### src/rtl/best_fit_band_allocator_macros.svh
// Assertion macros shared by the allocator.
// Each macro expects signals named clk and rst_n in the scope where it is used.
`ifndef BEST_FIT_BAND_ALLOCATOR_MACROS_SVH
`define BEST_FIT_BAND_ALLOCATOR_MACROS_SVH

// Same-cycle implication, checked out of reset.
`define BFBA_ASSERT_IMPLY(label, ante, cons, msg) \
    label: assert property (@(posedge clk) disable iff (!rst_n) (ante) |-> (cons)) \
        else $error(msg);

// Next-cycle implication, checked out of reset.
`define BFBA_ASSERT_NEXT(label, ante, cons, msg) \
    label: assert property (@(posedge clk) disable iff (!rst_n) (ante) |=> (cons)) \
        else $error(msg);

`endif

### src/rtl/bfba_pkg.sv
`timescale 1ns / 1ps
`default_nettype none

package bfba_pkg;

    // Default number of bands that the hardware supports.
    localparam int NUM_BANDS_DEF = 64;

    // Fixed field widths of the channels.
    localparam int MASK_W  = 64;
    localparam int REQ_W   = 8;
    localparam int BANDS_W = 7;
    localparam int START_W = 6;
    localparam int COUNT_W = 7;
    localparam int STAT_W  = 2;

    // Reset value of the band count register.
    localparam logic [BANDS_W-1:0] BANDS_IN_USE_RST = 7'd64;

    // Item operation codes.
    localparam logic OP_FRAME   = 1'b0;
    localparam logic OP_REQUEST = 1'b1;

    // Band status codes.
    localparam logic [STAT_W-1:0] ST_UNUSED    = 2'd0;
    localparam logic [STAT_W-1:0] ST_SHARED    = 2'd1;
    localparam logic [STAT_W-1:0] ST_EXCLUSIVE = 2'd2;

    // Controls from the sequencer to the run tracker.
    typedef struct packed {
        logic clear;
        logic visit;
        logic usable;
        logic weigh;
    } bfba_trk_ctl_t;

endpackage

`default_nettype wire

### src/rtl/bfba_if.sv
`timescale 1ns / 1ps
`default_nettype none

// Input item channel.
interface bfba_item_if;
    logic                         valid;
    logic                         ready;
    logic                         opcode;
    logic [bfba_pkg::MASK_W-1:0]  occupied_mask;
    logic                         use_reuse;
    logic [bfba_pkg::MASK_W-1:0]  conflict_mask;
    logic [bfba_pkg::REQ_W-1:0]   request_blocks;

    modport source (
        output valid, opcode, occupied_mask, use_reuse, conflict_mask, request_blocks,
        input  ready
    );
    modport sink (
        input  valid, opcode, occupied_mask, use_reuse, conflict_mask, request_blocks,
        output ready
    );
endinterface

// Result channel.
interface bfba_result_if;
    logic                          valid;
    logic                          ready;
    logic                          granted;
    logic [bfba_pkg::START_W-1:0]  start_band;
    logic [bfba_pkg::COUNT_W-1:0]  block_count;
    logic                          whole_request;

    modport source (
        output valid, granted, start_band, block_count, whole_request,
        input  ready
    );
    modport sink (
        input  valid, granted, start_band, block_count, whole_request,
        output ready
    );
endinterface

// Configuration write channel for the band count register.
interface bfba_cfg_if;
    logic                          valid;
    logic                          ready;
    logic [bfba_pkg::BANDS_W-1:0]  bands_in_use;

    modport source (
        output valid, bands_in_use,
        input  ready
    );
    modport sink (
        input  valid, bands_in_use,
        output ready
    );
endinterface

`default_nettype wire

### src/rtl/bfba_ram.sv
`timescale 1ns / 1ps
`default_nettype none

// Simple dual-port RAM with one write port and one registered read port.
module bfba_ram #(
    parameter int WIDTH = 2,
    parameter int DEPTH = 64
) (
    input  wire logic                     clk,
    input  wire logic                     we,
    input  wire logic [$clog2(DEPTH)-1:0] waddr,
    input  wire logic [WIDTH-1:0]         wdata,
    input  wire logic [$clog2(DEPTH)-1:0] raddr,
    output logic      [WIDTH-1:0]         rdata
);

    logic [WIDTH-1:0] mem [DEPTH];

    // Write port and registered read.
    always_ff @(posedge clk)
    begin
        if (we)
        begin
            mem[waddr] <= wdata;
        end
        rdata <= mem[raddr];
    end

endmodule

`default_nettype wire

### src/rtl/bfba_msb_finder.sv
`timescale 1ns / 1ps
`default_nettype none

// Finds the highest set bit of a mask by shifting it out one bit per cycle.
// The result is ready with the done pulse.
module bfba_msb_finder #(
    parameter int NUM_BANDS = bfba_pkg::NUM_BANDS_DEF
) (
    input  wire logic                          clk,
    input  wire logic                          rst_n,
    input  wire logic                          start,
    input  wire logic [NUM_BANDS-1:0]          mask,
    output logic                               done,
    output logic [$clog2(NUM_BANDS)-1:0]       msb
);

    localparam int IDX_W = $clog2(NUM_BANDS);
    localparam logic [IDX_W-1:0] LAST_IDX = IDX_W'(NUM_BANDS - 1);

    logic [NUM_BANDS-1:0] sr_reg,   sr_next;
    logic [IDX_W-1:0]     idx_reg,  idx_next;
    logic [IDX_W-1:0]     msb_reg,  msb_next;
    logic                 busy_reg, busy_next;
    logic                 done_reg, done_next;

    // Shift the mask down and remember the position of the last set bit seen.
    always_comb
    begin
        sr_next   = sr_reg;
        idx_next  = idx_reg;
        msb_next  = msb_reg;
        busy_next = busy_reg;
        done_next = 1'b0;
        if (start)
        begin
            sr_next   = mask;
            idx_next  = '0;
            msb_next  = '0;
            busy_next = 1'b1;
        end
        else if (busy_reg)
        begin
            if (sr_reg[0])
            begin
                msb_next = idx_reg;
            end
            sr_next  = sr_reg >> 1;
            idx_next = idx_reg + 1'b1;
            if (idx_reg == LAST_IDX)
            begin
                busy_next = 1'b0;
                done_next = 1'b1;
            end
        end
    end

    // Control state and result.
    always_ff @(posedge clk or negedge rst_n)
    begin
        if (!rst_n)
        begin
            idx_reg  <= '0;
            msb_reg  <= '0;
            busy_reg <= 1'b0;
            done_reg <= 1'b0;
        end
        else
        begin
            idx_reg  <= idx_next;
            msb_reg  <= msb_next;
            busy_reg <= busy_next;
            done_reg <= done_next;
        end
    end

    // The shifted mask is payload.
    always_ff @(posedge clk)
    begin
        sr_reg <= sr_next;
    end

    assign done = done_reg;
    assign msb  = msb_reg;

endmodule

`default_nettype wire

### src/rtl/bfba_run_tracker.sv
`timescale 1ns / 1ps
`default_nettype none

// Tracks the current run of usable bands and the best run so far, one band a cycle.
// A run is preferred when it is strictly longer than the request and shorter than
// the best such run; with no such run, the longest run wins. Ties keep the first.
module bfba_run_tracker #(
    parameter int NUM_BANDS = bfba_pkg::NUM_BANDS_DEF
) (
    input  wire logic                               clk,
    input  wire logic                               rst_n,
    input  wire bfba_pkg::bfba_trk_ctl_t            ctl,
    input  wire logic [$clog2(NUM_BANDS)-1:0]       band,
    input  wire logic [bfba_pkg::REQ_W-1:0]         req,
    output logic      [$clog2(NUM_BANDS)-1:0]       best_start,
    output logic      [$clog2(NUM_BANDS+1)-1:0]     best_length
);

    localparam int IDX_W = $clog2(NUM_BANDS);
    localparam int CNT_W = $clog2(NUM_BANDS + 1);

    logic [IDX_W-1:0] best_start_reg, best_start_next;
    logic [CNT_W-1:0] best_len_reg,   best_len_next;
    logic             best_sat_reg,   best_sat_next;
    logic [IDX_W-1:0] run_start_reg,  run_start_next;
    logic [CNT_W-1:0] run_len_reg,    run_len_next;

    logic [IDX_W-1:0] w_start;
    logic [CNT_W-1:0] w_len;
    logic             w_sat;

    // Best run after weighing the current run against it.
    always_comb
    begin
        w_start = best_start_reg;
        w_len   = best_len_reg;
        w_sat   = best_sat_reg;
        if (bfba_pkg::REQ_W'(run_len_reg) > req)
        begin
            if (!best_sat_reg || best_len_reg > run_len_reg)
            begin
                w_sat   = 1'b1;
                w_start = run_start_reg;
                w_len   = run_len_reg;
            end
        end
        else if (!best_sat_reg && best_len_reg < run_len_reg)
        begin
            w_start = run_start_reg;
            w_len   = run_len_reg;
        end
    end

    // Run and best-run update for one visited band.
    always_comb
    begin
        best_start_next = best_start_reg;
        best_len_next   = best_len_reg;
        best_sat_next   = best_sat_reg;
        run_start_next  = run_start_reg;
        run_len_next    = run_len_reg;
        if (ctl.clear)
        begin
            best_start_next = '0;
            best_len_next   = '0;
            best_sat_next   = 1'b0;
            run_start_next  = '0;
            run_len_next    = '0;
        end
        else if (ctl.visit)
        begin
            if (!ctl.usable)
            begin
                if (run_len_reg != '0)
                begin
                    best_start_next = w_start;
                    best_len_next   = w_len;
                    best_sat_next   = w_sat;
                    run_start_next  = '0;
                    run_len_next    = '0;
                end
            end
            else
            begin
                if (run_len_reg == '0)
                begin
                    run_start_next = band;
                end
                run_len_next = run_len_reg + 1'b1;
            end
        end
        else if (ctl.weigh)
        begin
            best_start_next = w_start;
            best_len_next   = w_len;
            best_sat_next   = w_sat;
        end
    end

    always_ff @(posedge clk or negedge rst_n)
    begin
        if (!rst_n)
        begin
            best_start_reg <= '0;
            best_len_reg   <= '0;
            best_sat_reg   <= 1'b0;
            run_start_reg  <= '0;
            run_len_reg    <= '0;
        end
        else
        begin
            best_start_reg <= best_start_next;
            best_len_reg   <= best_len_next;
            best_sat_reg   <= best_sat_next;
            run_start_reg  <= run_start_next;
            run_len_reg    <= run_len_next;
        end
    end

    assign best_start  = best_start_reg;
    assign best_length = best_len_reg;

endmodule

`default_nettype wire

### src/rtl/best_fit_band_allocator.sv
// Request item: accepted in idle; the scan state reads each band in turn; the flush, weigh and
// grant states close the scan and compute the grant; the mark state marks each granted band in
// turn; the done state hands over the result once the output register is free. The band scan and
// the marking sweep both go through the status RAM ports. New-frame item: bit-serial search for
// the highest pre-occupied band. One item is in work at a time.
// Reset is asynchronous, active low: all bands unused, no pre-occupied bands, 64 bands.
`timescale 1ns / 1ps
`default_nettype none

`include "best_fit_band_allocator_macros.svh"

module best_fit_band_allocator #(
    parameter int NUM_BANDS = bfba_pkg::NUM_BANDS_DEF
) (
    input  wire logic     clk,
    input  wire logic     rst_n,
    bfba_item_if.sink     item,
    bfba_result_if.source result,
    bfba_cfg_if.sink      cfg
);

    localparam int IDX_W = $clog2(NUM_BANDS);
    localparam int CNT_W = $clog2(NUM_BANDS + 1);

    typedef enum logic [7:0] {
        S_IDLE  = 8'b0000_0001,
        S_FRAME = 8'b0000_0010,
        S_SCAN  = 8'b0000_0100,
        S_FLUSH = 8'b0000_1000,
        S_WEIGH = 8'b0001_0000,
        S_GRANT = 8'b0010_0000,
        S_MARK  = 8'b0100_0000,
        S_DONE  = 8'b1000_0000
    } bfba_state_t;

    bfba_state_t state_reg, state_next;

    logic [bfba_pkg::BANDS_W-1:0] bands_reg, bands_next;
    logic [NUM_BANDS-1:0]         pre_reg, pre_next;
    logic [IDX_W-1:0]             up_start_reg, up_start_next;
    logic [NUM_BANDS-1:0]         vld_reg, vld_next;

    logic                         reuse_reg, reuse_next;
    logic [bfba_pkg::REQ_W-1:0]   req_reg, req_next;
    logic [NUM_BANDS-1:0]         conf_reg, conf_next;

    logic [IDX_W-1:0]             addr_reg, addr_next;
    logic [CNT_W-1:0]             left_reg, left_next;
    logic                         p_valid_reg, p_valid_next;
    logic [IDX_W-1:0]             p_band_reg, p_band_next;

    logic [IDX_W-1:0]             mark_addr_reg, mark_addr_next;
    logic [CNT_W-1:0]             mark_left_reg, mark_left_next;

    logic                         res_granted_reg, res_granted_next;
    logic [IDX_W-1:0]             res_low_reg, res_low_next;
    logic [CNT_W-1:0]             res_count_reg, res_count_next;
    logic                         res_whole_reg, res_whole_next;

    logic                           out_valid_reg, out_valid_next;
    logic                           out_granted_reg;
    logic [bfba_pkg::START_W-1:0]   out_start_reg;
    logic [bfba_pkg::COUNT_W-1:0]   out_count_reg;
    logic                           out_whole_reg;

    logic                           item_acc;
    logic                           out_load;
    logic [CNT_W-1:0]               n_eff;
    logic [CNT_W-1:0]               n_dec;
    logic [CNT_W-1:0]               up_left;
    logic [CNT_W-1:0]               first_left;

    logic                           msb_start;
    logic                           msb_done;
    logic [IDX_W-1:0]               msb_idx;

    bfba_pkg::bfba_trk_ctl_t        trk_ctl;
    logic [IDX_W-1:0]               best_start;
    logic [CNT_W-1:0]               best_len;

    logic [bfba_pkg::STAT_W-1:0]    ram_q;
    logic [bfba_pkg::STAT_W-1:0]    band_st;
    logic                           band_usable;

    logic [CNT_W-1:0]               grant_cnt;
    logic [CNT_W-1:0]               grant_low_full;
    logic [IDX_W-1:0]               grant_low;

    // Handshakes.
    assign item.ready = (state_reg == S_IDLE);
    assign cfg.ready  = 1'b1;
    assign item_acc   = item.valid && item.ready;
    assign out_load   = (state_reg == S_DONE) && (!out_valid_reg || result.ready);

    // Effective band count and the scan lengths that follow from it.
    assign n_eff   = (bands_reg > bfba_pkg::BANDS_W'(NUM_BANDS)) ? CNT_W'(NUM_BANDS)
                                                                 : CNT_W'(bands_reg);
    assign n_dec   = n_eff - 1'b1;
    assign up_left = (CNT_W'(up_start_reg) < n_eff) ? (n_eff - CNT_W'(up_start_reg)) : '0;
    assign first_left = item.use_reuse ? up_left : n_eff;

    // Band status memory; entries without a valid bit read as unused.
    bfba_ram #(
        .WIDTH (bfba_pkg::STAT_W),
        .DEPTH (NUM_BANDS)
    ) u_status_ram (
        .clk   (clk),
        .we    (state_reg == S_MARK),
        .waddr (mark_addr_reg),
        .wdata (reuse_reg ? bfba_pkg::ST_SHARED : bfba_pkg::ST_EXCLUSIVE),
        .raddr (addr_reg),
        .rdata (ram_q)
    );

    assign band_st = vld_reg[p_band_reg] ? ram_q : bfba_pkg::ST_UNUSED;

    // A band is usable when it is free for this kind of request.
    always_comb
    begin
        if (reuse_reg)
        begin
            band_usable = !(pre_reg[p_band_reg] || conf_reg[p_band_reg] ||
                            (band_st == bfba_pkg::ST_EXCLUSIVE));
        end
        else
        begin
            band_usable = !(pre_reg[p_band_reg] || (band_st != bfba_pkg::ST_UNUSED));
        end
    end

    // Highest pre-occupied band search for a new frame.
    bfba_msb_finder #(
        .NUM_BANDS (NUM_BANDS)
    ) u_msb_finder (
        .clk   (clk),
        .rst_n (rst_n),
        .start (msb_start),
        .mask  (item.occupied_mask[NUM_BANDS-1:0]),
        .done  (msb_done),
        .msb   (msb_idx)
    );

    // Run tracker controls.
    always_comb
    begin
        trk_ctl.clear  = item_acc && (item.opcode == bfba_pkg::OP_REQUEST);
        trk_ctl.visit  = p_valid_reg;
        trk_ctl.usable = band_usable;
        trk_ctl.weigh  = (state_reg == S_WEIGH);
    end

    bfba_run_tracker #(
        .NUM_BANDS (NUM_BANDS)
    ) u_run_tracker (
        .clk         (clk),
        .rst_n       (rst_n),
        .ctl         (trk_ctl),
        .band        (p_band_reg),
        .req         (req_reg),
        .best_start  (best_start),
        .best_length (best_len)
    );

    // Grant size and lowest band of the granted part of the best run.
    assign grant_cnt      = (bfba_pkg::REQ_W'(best_len) < req_reg) ? best_len
                                                                   : CNT_W'(req_reg);
    assign grant_low_full = CNT_W'(best_start) + 1'b1 - grant_cnt;
    assign grant_low      = reuse_reg ? best_start : grant_low_full[IDX_W-1:0];

    // Sequencer.
    always_comb
    begin
        state_next       = state_reg;
        bands_next       = bands_reg;
        pre_next         = pre_reg;
        up_start_next    = up_start_reg;
        vld_next         = vld_reg;
        reuse_next       = reuse_reg;
        req_next         = req_reg;
        conf_next        = conf_reg;
        addr_next        = addr_reg;
        left_next        = left_reg;
        p_valid_next     = 1'b0;
        p_band_next      = p_band_reg;
        mark_addr_next   = mark_addr_reg;
        mark_left_next   = mark_left_reg;
        res_granted_next = res_granted_reg;
        res_low_next     = res_low_reg;
        res_count_next   = res_count_reg;
        res_whole_next   = res_whole_reg;
        msb_start        = 1'b0;

        if (cfg.valid && cfg.ready)
        begin
            bands_next = cfg.bands_in_use;
        end

        case (state_reg)
            S_IDLE:
            begin
                if (item_acc)
                begin
                    res_granted_next = 1'b0;
                    res_low_next     = '0;
                    res_count_next   = '0;
                    res_whole_next   = 1'b0;
                    if (item.opcode == bfba_pkg::OP_FRAME)
                    begin
                        pre_next   = item.occupied_mask[NUM_BANDS-1:0];
                        vld_next   = '0;
                        msb_start  = 1'b1;
                        state_next = S_FRAME;
                    end
                    else
                    begin
                        reuse_next = item.use_reuse;
                        req_next   = item.request_blocks;
                        conf_next  = item.conflict_mask[NUM_BANDS-1:0];
                        addr_next  = item.use_reuse ? up_start_reg : n_dec[IDX_W-1:0];
                        left_next  = first_left;
                        state_next = (first_left != '0) ? S_SCAN : S_WEIGH;
                    end
                end
            end
            S_FRAME:
            begin
                if (msb_done)
                begin
                    up_start_next = msb_idx;
                    state_next    = S_DONE;
                end
            end
            S_SCAN:
            begin
                // Issue one band read a cycle; the band is judged in the next cycle, when its read data returns.
                p_valid_next = 1'b1;
                p_band_next  = addr_reg;
                addr_next    = reuse_reg ? (addr_reg + 1'b1) : (addr_reg - 1'b1);
                left_next    = left_reg - 1'b1;
                if (left_reg == CNT_W'(1))
                begin
                    state_next = S_FLUSH;
                end
            end
            S_FLUSH:
            begin
                state_next = S_WEIGH;
            end
            S_WEIGH:
            begin
                state_next = S_GRANT;
            end
            S_GRANT:
            begin
                if ((req_reg == '0) || (best_len == '0))
                begin
                    state_next = S_DONE;
                end
                else
                begin
                    res_granted_next = 1'b1;
                    res_low_next     = grant_low;
                    res_count_next   = grant_cnt;
                    res_whole_next   = (bfba_pkg::REQ_W'(grant_cnt) == req_reg);
                    mark_addr_next   = grant_low;
                    mark_left_next   = grant_cnt;
                    state_next       = S_MARK;
                end
            end
            S_MARK:
            begin
                // Mark one granted band a cycle.
                vld_next[mark_addr_reg] = 1'b1;
                mark_addr_next = mark_addr_reg + 1'b1;
                mark_left_next = mark_left_reg - 1'b1;
                if (mark_left_reg == CNT_W'(1))
                begin
                    state_next = S_DONE;
                end
            end
            S_DONE:
            begin
                if (out_load)
                begin
                    state_next = S_IDLE;
                end
            end
            default:
            begin
                state_next = S_IDLE;
            end
        endcase
    end

    // The output register holds a result until the transfer completes.
    always_comb
    begin
        if (out_load)
        begin
            out_valid_next = 1'b1;
        end
        else if (result.ready)
        begin
            out_valid_next = 1'b0;
        end
        else
        begin
            out_valid_next = out_valid_reg;
        end
    end

    // Control state.
    always_ff @(posedge clk or negedge rst_n)
    begin
        if (!rst_n)
        begin
            state_reg       <= S_IDLE;
            bands_reg       <= bfba_pkg::BANDS_IN_USE_RST;
            pre_reg         <= '0;
            up_start_reg    <= '0;
            vld_reg         <= '0;
            left_reg        <= '0;
            p_valid_reg     <= 1'b0;
            mark_left_reg   <= '0;
            res_granted_reg <= 1'b0;
            out_valid_reg   <= 1'b0;
        end
        else
        begin
            state_reg       <= state_next;
            bands_reg       <= bands_next;
            pre_reg         <= pre_next;
            up_start_reg    <= up_start_next;
            vld_reg         <= vld_next;
            left_reg        <= left_next;
            p_valid_reg     <= p_valid_next;
            mark_left_reg   <= mark_left_next;
            res_granted_reg <= res_granted_next;
            out_valid_reg   <= out_valid_next;
        end
    end

    // Payload registers.
    always_ff @(posedge clk)
    begin
        reuse_reg     <= reuse_next;
        req_reg       <= req_next;
        conf_reg      <= conf_next;
        addr_reg      <= addr_next;
        p_band_reg    <= p_band_next;
        mark_addr_reg <= mark_addr_next;
        res_low_reg   <= res_low_next;
        res_count_reg <= res_count_next;
        res_whole_reg <= res_whole_next;
        if (out_load)
        begin
            out_granted_reg <= res_granted_reg;
            out_start_reg   <= bfba_pkg::START_W'(res_low_reg);
            out_count_reg   <= bfba_pkg::COUNT_W'(res_count_reg);
            out_whole_reg   <= res_whole_reg;
        end
    end

    assign result.valid         = out_valid_reg;
    assign result.granted       = out_granted_reg;
    assign result.start_band    = out_start_reg;
    assign result.block_count   = out_count_reg;
    assign result.whole_request = out_whole_reg;

    // A granted result carries a nonzero count that never exceeds the request.
    `BFBA_ASSERT_IMPLY(a_grant_count, (out_load && res_granted_reg),
        ((res_count_reg != '0) && (bfba_pkg::REQ_W'(res_count_reg) <= req_reg)),
        "granted count out of range")
    // A result waiting on a stalled output keeps the sequencer parked.
    `BFBA_ASSERT_NEXT(a_done_hold,
        ((state_reg == S_DONE) && out_valid_reg && !result.ready),
        (state_reg == S_DONE), "result overwritten while stalled")
    // Marking never runs with an exhausted band count.
    `BFBA_ASSERT_IMPLY(a_mark_left, (state_reg == S_MARK), (mark_left_reg != '0),
        "marking with no bands left")

endmodule

`default_nettype wire

### src/flat_wrapper.sv
// flat-port wrapper written by rule: the top's interface ports become plain ports
module best_fit_band_allocator_flat 
#(
    parameter int NUM_BANDS = bfba_pkg::NUM_BANDS_DEF
)
  (clk, rst_n, item_valid, item_opcode, item_occupied_mask, item_use_reuse, item_conflict_mask, item_request_blocks, item_ready, result_valid, result_granted, result_start_band, result_block_count, result_whole_request, result_ready, cfg_valid, cfg_bands_in_use, cfg_ready);
  bfba_item_if item_i ();
  bfba_result_if result_i ();
  bfba_cfg_if cfg_i ();
  input  wire logic clk;
  input  wire logic rst_n;
  input wire logic [$bits(item_i.valid)-1:0] item_valid;
  input wire logic [$bits(item_i.opcode)-1:0] item_opcode;
  input wire logic [$bits(item_i.occupied_mask)-1:0] item_occupied_mask;
  input wire logic [$bits(item_i.use_reuse)-1:0] item_use_reuse;
  input wire logic [$bits(item_i.conflict_mask)-1:0] item_conflict_mask;
  input wire logic [$bits(item_i.request_blocks)-1:0] item_request_blocks;
  output wire logic [$bits(item_i.ready)-1:0] item_ready;
  output wire logic [$bits(result_i.valid)-1:0] result_valid;
  output wire logic [$bits(result_i.granted)-1:0] result_granted;
  output wire logic [$bits(result_i.start_band)-1:0] result_start_band;
  output wire logic [$bits(result_i.block_count)-1:0] result_block_count;
  output wire logic [$bits(result_i.whole_request)-1:0] result_whole_request;
  input wire logic [$bits(result_i.ready)-1:0] result_ready;
  input wire logic [$bits(cfg_i.valid)-1:0] cfg_valid;
  input wire logic [$bits(cfg_i.bands_in_use)-1:0] cfg_bands_in_use;
  output wire logic [$bits(cfg_i.ready)-1:0] cfg_ready;
  assign item_i.valid = item_valid;
  assign item_i.opcode = item_opcode;
  assign item_i.occupied_mask = item_occupied_mask;
  assign item_i.use_reuse = item_use_reuse;
  assign item_i.conflict_mask = item_conflict_mask;
  assign item_i.request_blocks = item_request_blocks;
  assign item_ready = item_i.ready;
  assign result_valid = result_i.valid;
  assign result_granted = result_i.granted;
  assign result_start_band = result_i.start_band;
  assign result_block_count = result_i.block_count;
  assign result_whole_request = result_i.whole_request;
  assign result_i.ready = result_ready;
  assign cfg_i.valid = cfg_valid;
  assign cfg_i.bands_in_use = cfg_bands_in_use;
  assign cfg_ready = cfg_i.ready;
  best_fit_band_allocator #(.NUM_BANDS(NUM_BANDS)) u_core (.clk(clk), .rst_n(rst_n), .item(item_i), .result(result_i), .cfg(cfg_i));
endmodule
### config.mk
export PLATFORM = sky130hd
export DESIGN_NAME = best_fit_band_allocator_flat
export DESIGN_NICKNAME = d
export VERILOG_FILES = /design/src/rtl/bfba_pkg.sv /design/src/rtl/bfba_if.sv /design/src/rtl/bfba_ram.sv /design/src/rtl/bfba_msb_finder.sv /design/src/rtl/bfba_run_tracker.sv /design/src/rtl/best_fit_band_allocator.sv /design/src/flat_wrapper.sv
export VERILOG_INCLUDE_DIRS = /design/src /design/src/rtl
export SDC_FILE = /design/constraint.sdc
export NUM_CORES = 1
export LEC_CHECK = 0
export BUFFER_PORTS_ARGS = -buffer_cell sky130_fd_sc_hd__buf_2
export CORE_MARGIN = 2
export CORE_UTILIZATION = 45
export DETAILED_ROUTE_END_ITERATION = 8
export SLEW_MARGIN = 5
export SYNTH_ARGS = -nofsm -noshare
export SYNTH_HDL_FRONTEND = slang
export SYNTH_SLANG_ARGS = --single-unit
### constraint.sdc
create_clock -name clk -period 8.5 [get_ports clk]
set_input_delay 0.425 -clock clk [delete_from_list [all_inputs] [get_ports clk]]
set_output_delay 0.425 -clock clk [all_outputs]
set_load 0.05 [all_outputs]
==> metrics.yaml <==
synthCells: 1893
max_slew.worst_pin.slew_ps: 1110
ant_nets: 0
fmax_mhz: 198
grt_most_used_layer: "met2"
grt_pass1_wl_um: 90500
antenna_found_initial: 7
htree_levels: 2
synth-seq-cells: 521
cp-end-kind: "register"
track_usage_pct: 21.8
slowest_stage: "o31ai_2"
final_nets: 2324
grt_pass1_vias: 15700
die_w_um: 232
yosys-top-cells-area: "edfxtp_1 (40%), dfrtp_1 (22%), mux4_2 (7.3%)"
gr-total-overflow: 0
totalNegativeSetupSlack_ps: 0
grt_use_met3_pct: 3.87
areaGrowthSynthToFinish_pct: 16.9
layout_worst_path_cycle_share_pct: 59.3
yosysTopAreaCell: "edfxtp_1"
synth.distinct_cells: 85
cts_tree: "yes"
synth_edf_count: 312
max_stage_delay_ps: 900
fin_ws_ps: 3460
max_cap_violations: 0
first_iter_violations: 1143
top_register: "u_core.u_status_ram.mem"
post_cts_buffers: 0
finalCriticalPeriod_ps: 5040
drt_wl_total_um: 57800
start_util_pct: 45.6
detailedRoute.firstPassIterationCount: 6
rsz0062_at_grt: "no"
ys_seq_area_share_pct: 62.2
leakagePower_nw: 11.6
clk_latency_ps: 630
status: "finished, final reports clean"
path_cells: "inv_1, ha_1, a21o_1, a21oi_1, o21ai_0, o31ai_2, o21ai_0, ha_1, inv_1, ha_1, inv_1, fa_1, inv_1, a21o_1, a21oi_1, xnor2_1, nor3_1, a211o_1, xnor2_1, a21oi_1"
power_w: 0.00813
syn_avg_cell_area_um2: 12.4
hold_viol_final: 0
cts_resized: 0
ir_worst_vdd_mv: 0.185
synth_ff_type: "edfxtp_1"
wl_per_cell_um: 20.3
crit_required_ps: 8860
hold_ws_ps: 26.6
synth_nets: 2096
pin_count: 168
die_h_um: 232
start_kind: "register"
dp_hpwl_um: 38100
crit_buf_inv: 4
grt_max_degree: 87
dieArea_um2: 53900
worstSetupPathType: "reg -> reg"
clockBufferDepth: 3
fillers: 4337
crit_path_frequent_cell: "inv_1"
cts_root_buf: "clkbuf_16"
io_buffers: 166
timing.slew.headroom_pct: 25.3
dr_total_vias: 15600
synth_top_area_share_pct: 40.0
cp_top_family: "compound AO/OA/AOI/OAI gates"
hold_class: "in -> reg"
clk_pin_slew_ps: 60
grt_use_met1_pct: 31.2
gp_congestion: 0.866
finalMaxSlewViolations: 0
cts_buffers: 55
drc: 0
drive_gt1_share_pct: 19.1
cts_sinks: 521
skew_ps: 27.8
largest_register_ffs: 128
synthArstFlopShare_pct: 39.7
setup_viol: 0
avgViaCountPerCell: 5.46
power.density_nw_per_um2: 297
core_um2: 51400
pre_cts_ws_ps: 3470
synth_area_um2: 23400
yosysWarnings: 0
critPathArrivalTime_ps: 5400
cts_hold_buf: 75
rows: 83
crit_fanout: 16
grt_use_met2_pct: 34.5
## cells in the final DEF, fill, tap and decap left out, types with 14 or more instances in the layout
cell and count:
inv_1 45, mux2_2 22, nor2_1 283, dlygate4sd3_1 77
clkbuf_1 17, edfxtp_1 312, a21oi_1 51, a21o_1 15
buf_4 18, nand2_1 379, nand3_1 36, nor2b_1 20
clkbuf_16 55, mux2i_1 30, buf_2 165, dfrtp_1 205
xnor2_1 23, mux4_2 76, ha_1 50, o21ai_0 27
nor3_1 14
## synthesized netlist by cell type, drive strengths merged (15+ instances only)
cell type / count
a21o: 15
a21oi: 52
buf: 30
clkbuf: 60
dfrtp: 205
edfxtp: 312
ha: 50
inv: 48
mux2: 22
mux2i: 30
mux4: 78
nand2: 381
nand3: 44
nor2: 283
nor2b: 20
nor3: 15
o21ai: 37
xnor2: 23
## final cells by class
class,instances,area [µm²],share of cell area [%]
sequential,521,14600,53.3
multi-input combinational,1232,8200,29.9
timing repair buffer,261,1750,6.37
clock buffer,78,1520,5.56
antenna,2,5.00,0.0183
inverter,50,190,0.694
clock inverter,26,293,1.07
tap,680,851,3.11
## layer usage
| layer | wire length (µm) | up-vias |
|---|---|---|
| met2 | 27200 | 460 |
| met4 | 1210 | 12 |
| met3 | 3420 | 100 |
| met1 | 25900 | 7792 |
| met5 | 76 | - |
| li1 | - | 7197 |
## through the flow
step	cells	util, %	instance area [µm²]
floorplan	1893	-	23400
global placement	2667	48.3	24800
detailed placement	2667	48.3	24800
CTS	2846	53.3	27400
global route	2849	53.3	27400
finish	2850	53.3	27400
## path summary, 6_finish.rpt
path / from / end / slack, ps / cells after the start
worst max-delay path: u_core.req_reg[1] / u_core.mark_addr_reg[5] / 3460 / 20
worst min-delay path: item_occupied_mask[41] / u_core.pre_reg[41] / 30 / 3
worst max register to register: u_core.req_reg[1] / u_core.mark_addr_reg[5] / 3460 / 20
worst min register to register: u_core.res_count_reg[2] / u_core.result.block_count[2] / 420 / 0
max in group asynchronous: rst_n / u_core.vld_reg[0] / 6710 / 3
min in group asynchronous: rst_n / u_core.u_msb_finder.idx_reg[1] / 420 / 2
## worst register-to-register path: cells and delay by family (launching register included)
family	cells	cell delay [ps]
adders and majority gates	4	1170
DFF	1	440
and+or+nand+nor	1	80
buffers and inverters	4	330
AOI/OAI and AO/OA	9	2290
xor gates and xnor gates	2	480
## cells by family (layout without fill, tap and decap cells)
logic type	Yosys count	count (layout)	share of synthesized area (%)
and+or+nand+nor	824	824	15.1
AOI/OAI and AO/OA	189	189	5.76
muxes	130	130	9.86
DFF	521	521	62.2
other	1	3	0.0160
xor gates and xnor gates	35	35	1.31
adders and majority gates	53	53	2.92
buffers and inverters	140	415	2.84
## power breakdown
group	leakage, nW	internal (W)	switching [W]	total (W)
Clock	0.889	0.00141	0.00101	0.00242
Sequential	5.66	0.00336	0.000320	0.00368
Combinational	5.04	0.000833	0.00120	0.00203
Note: power is estimated with default switching activity, not from simulation.
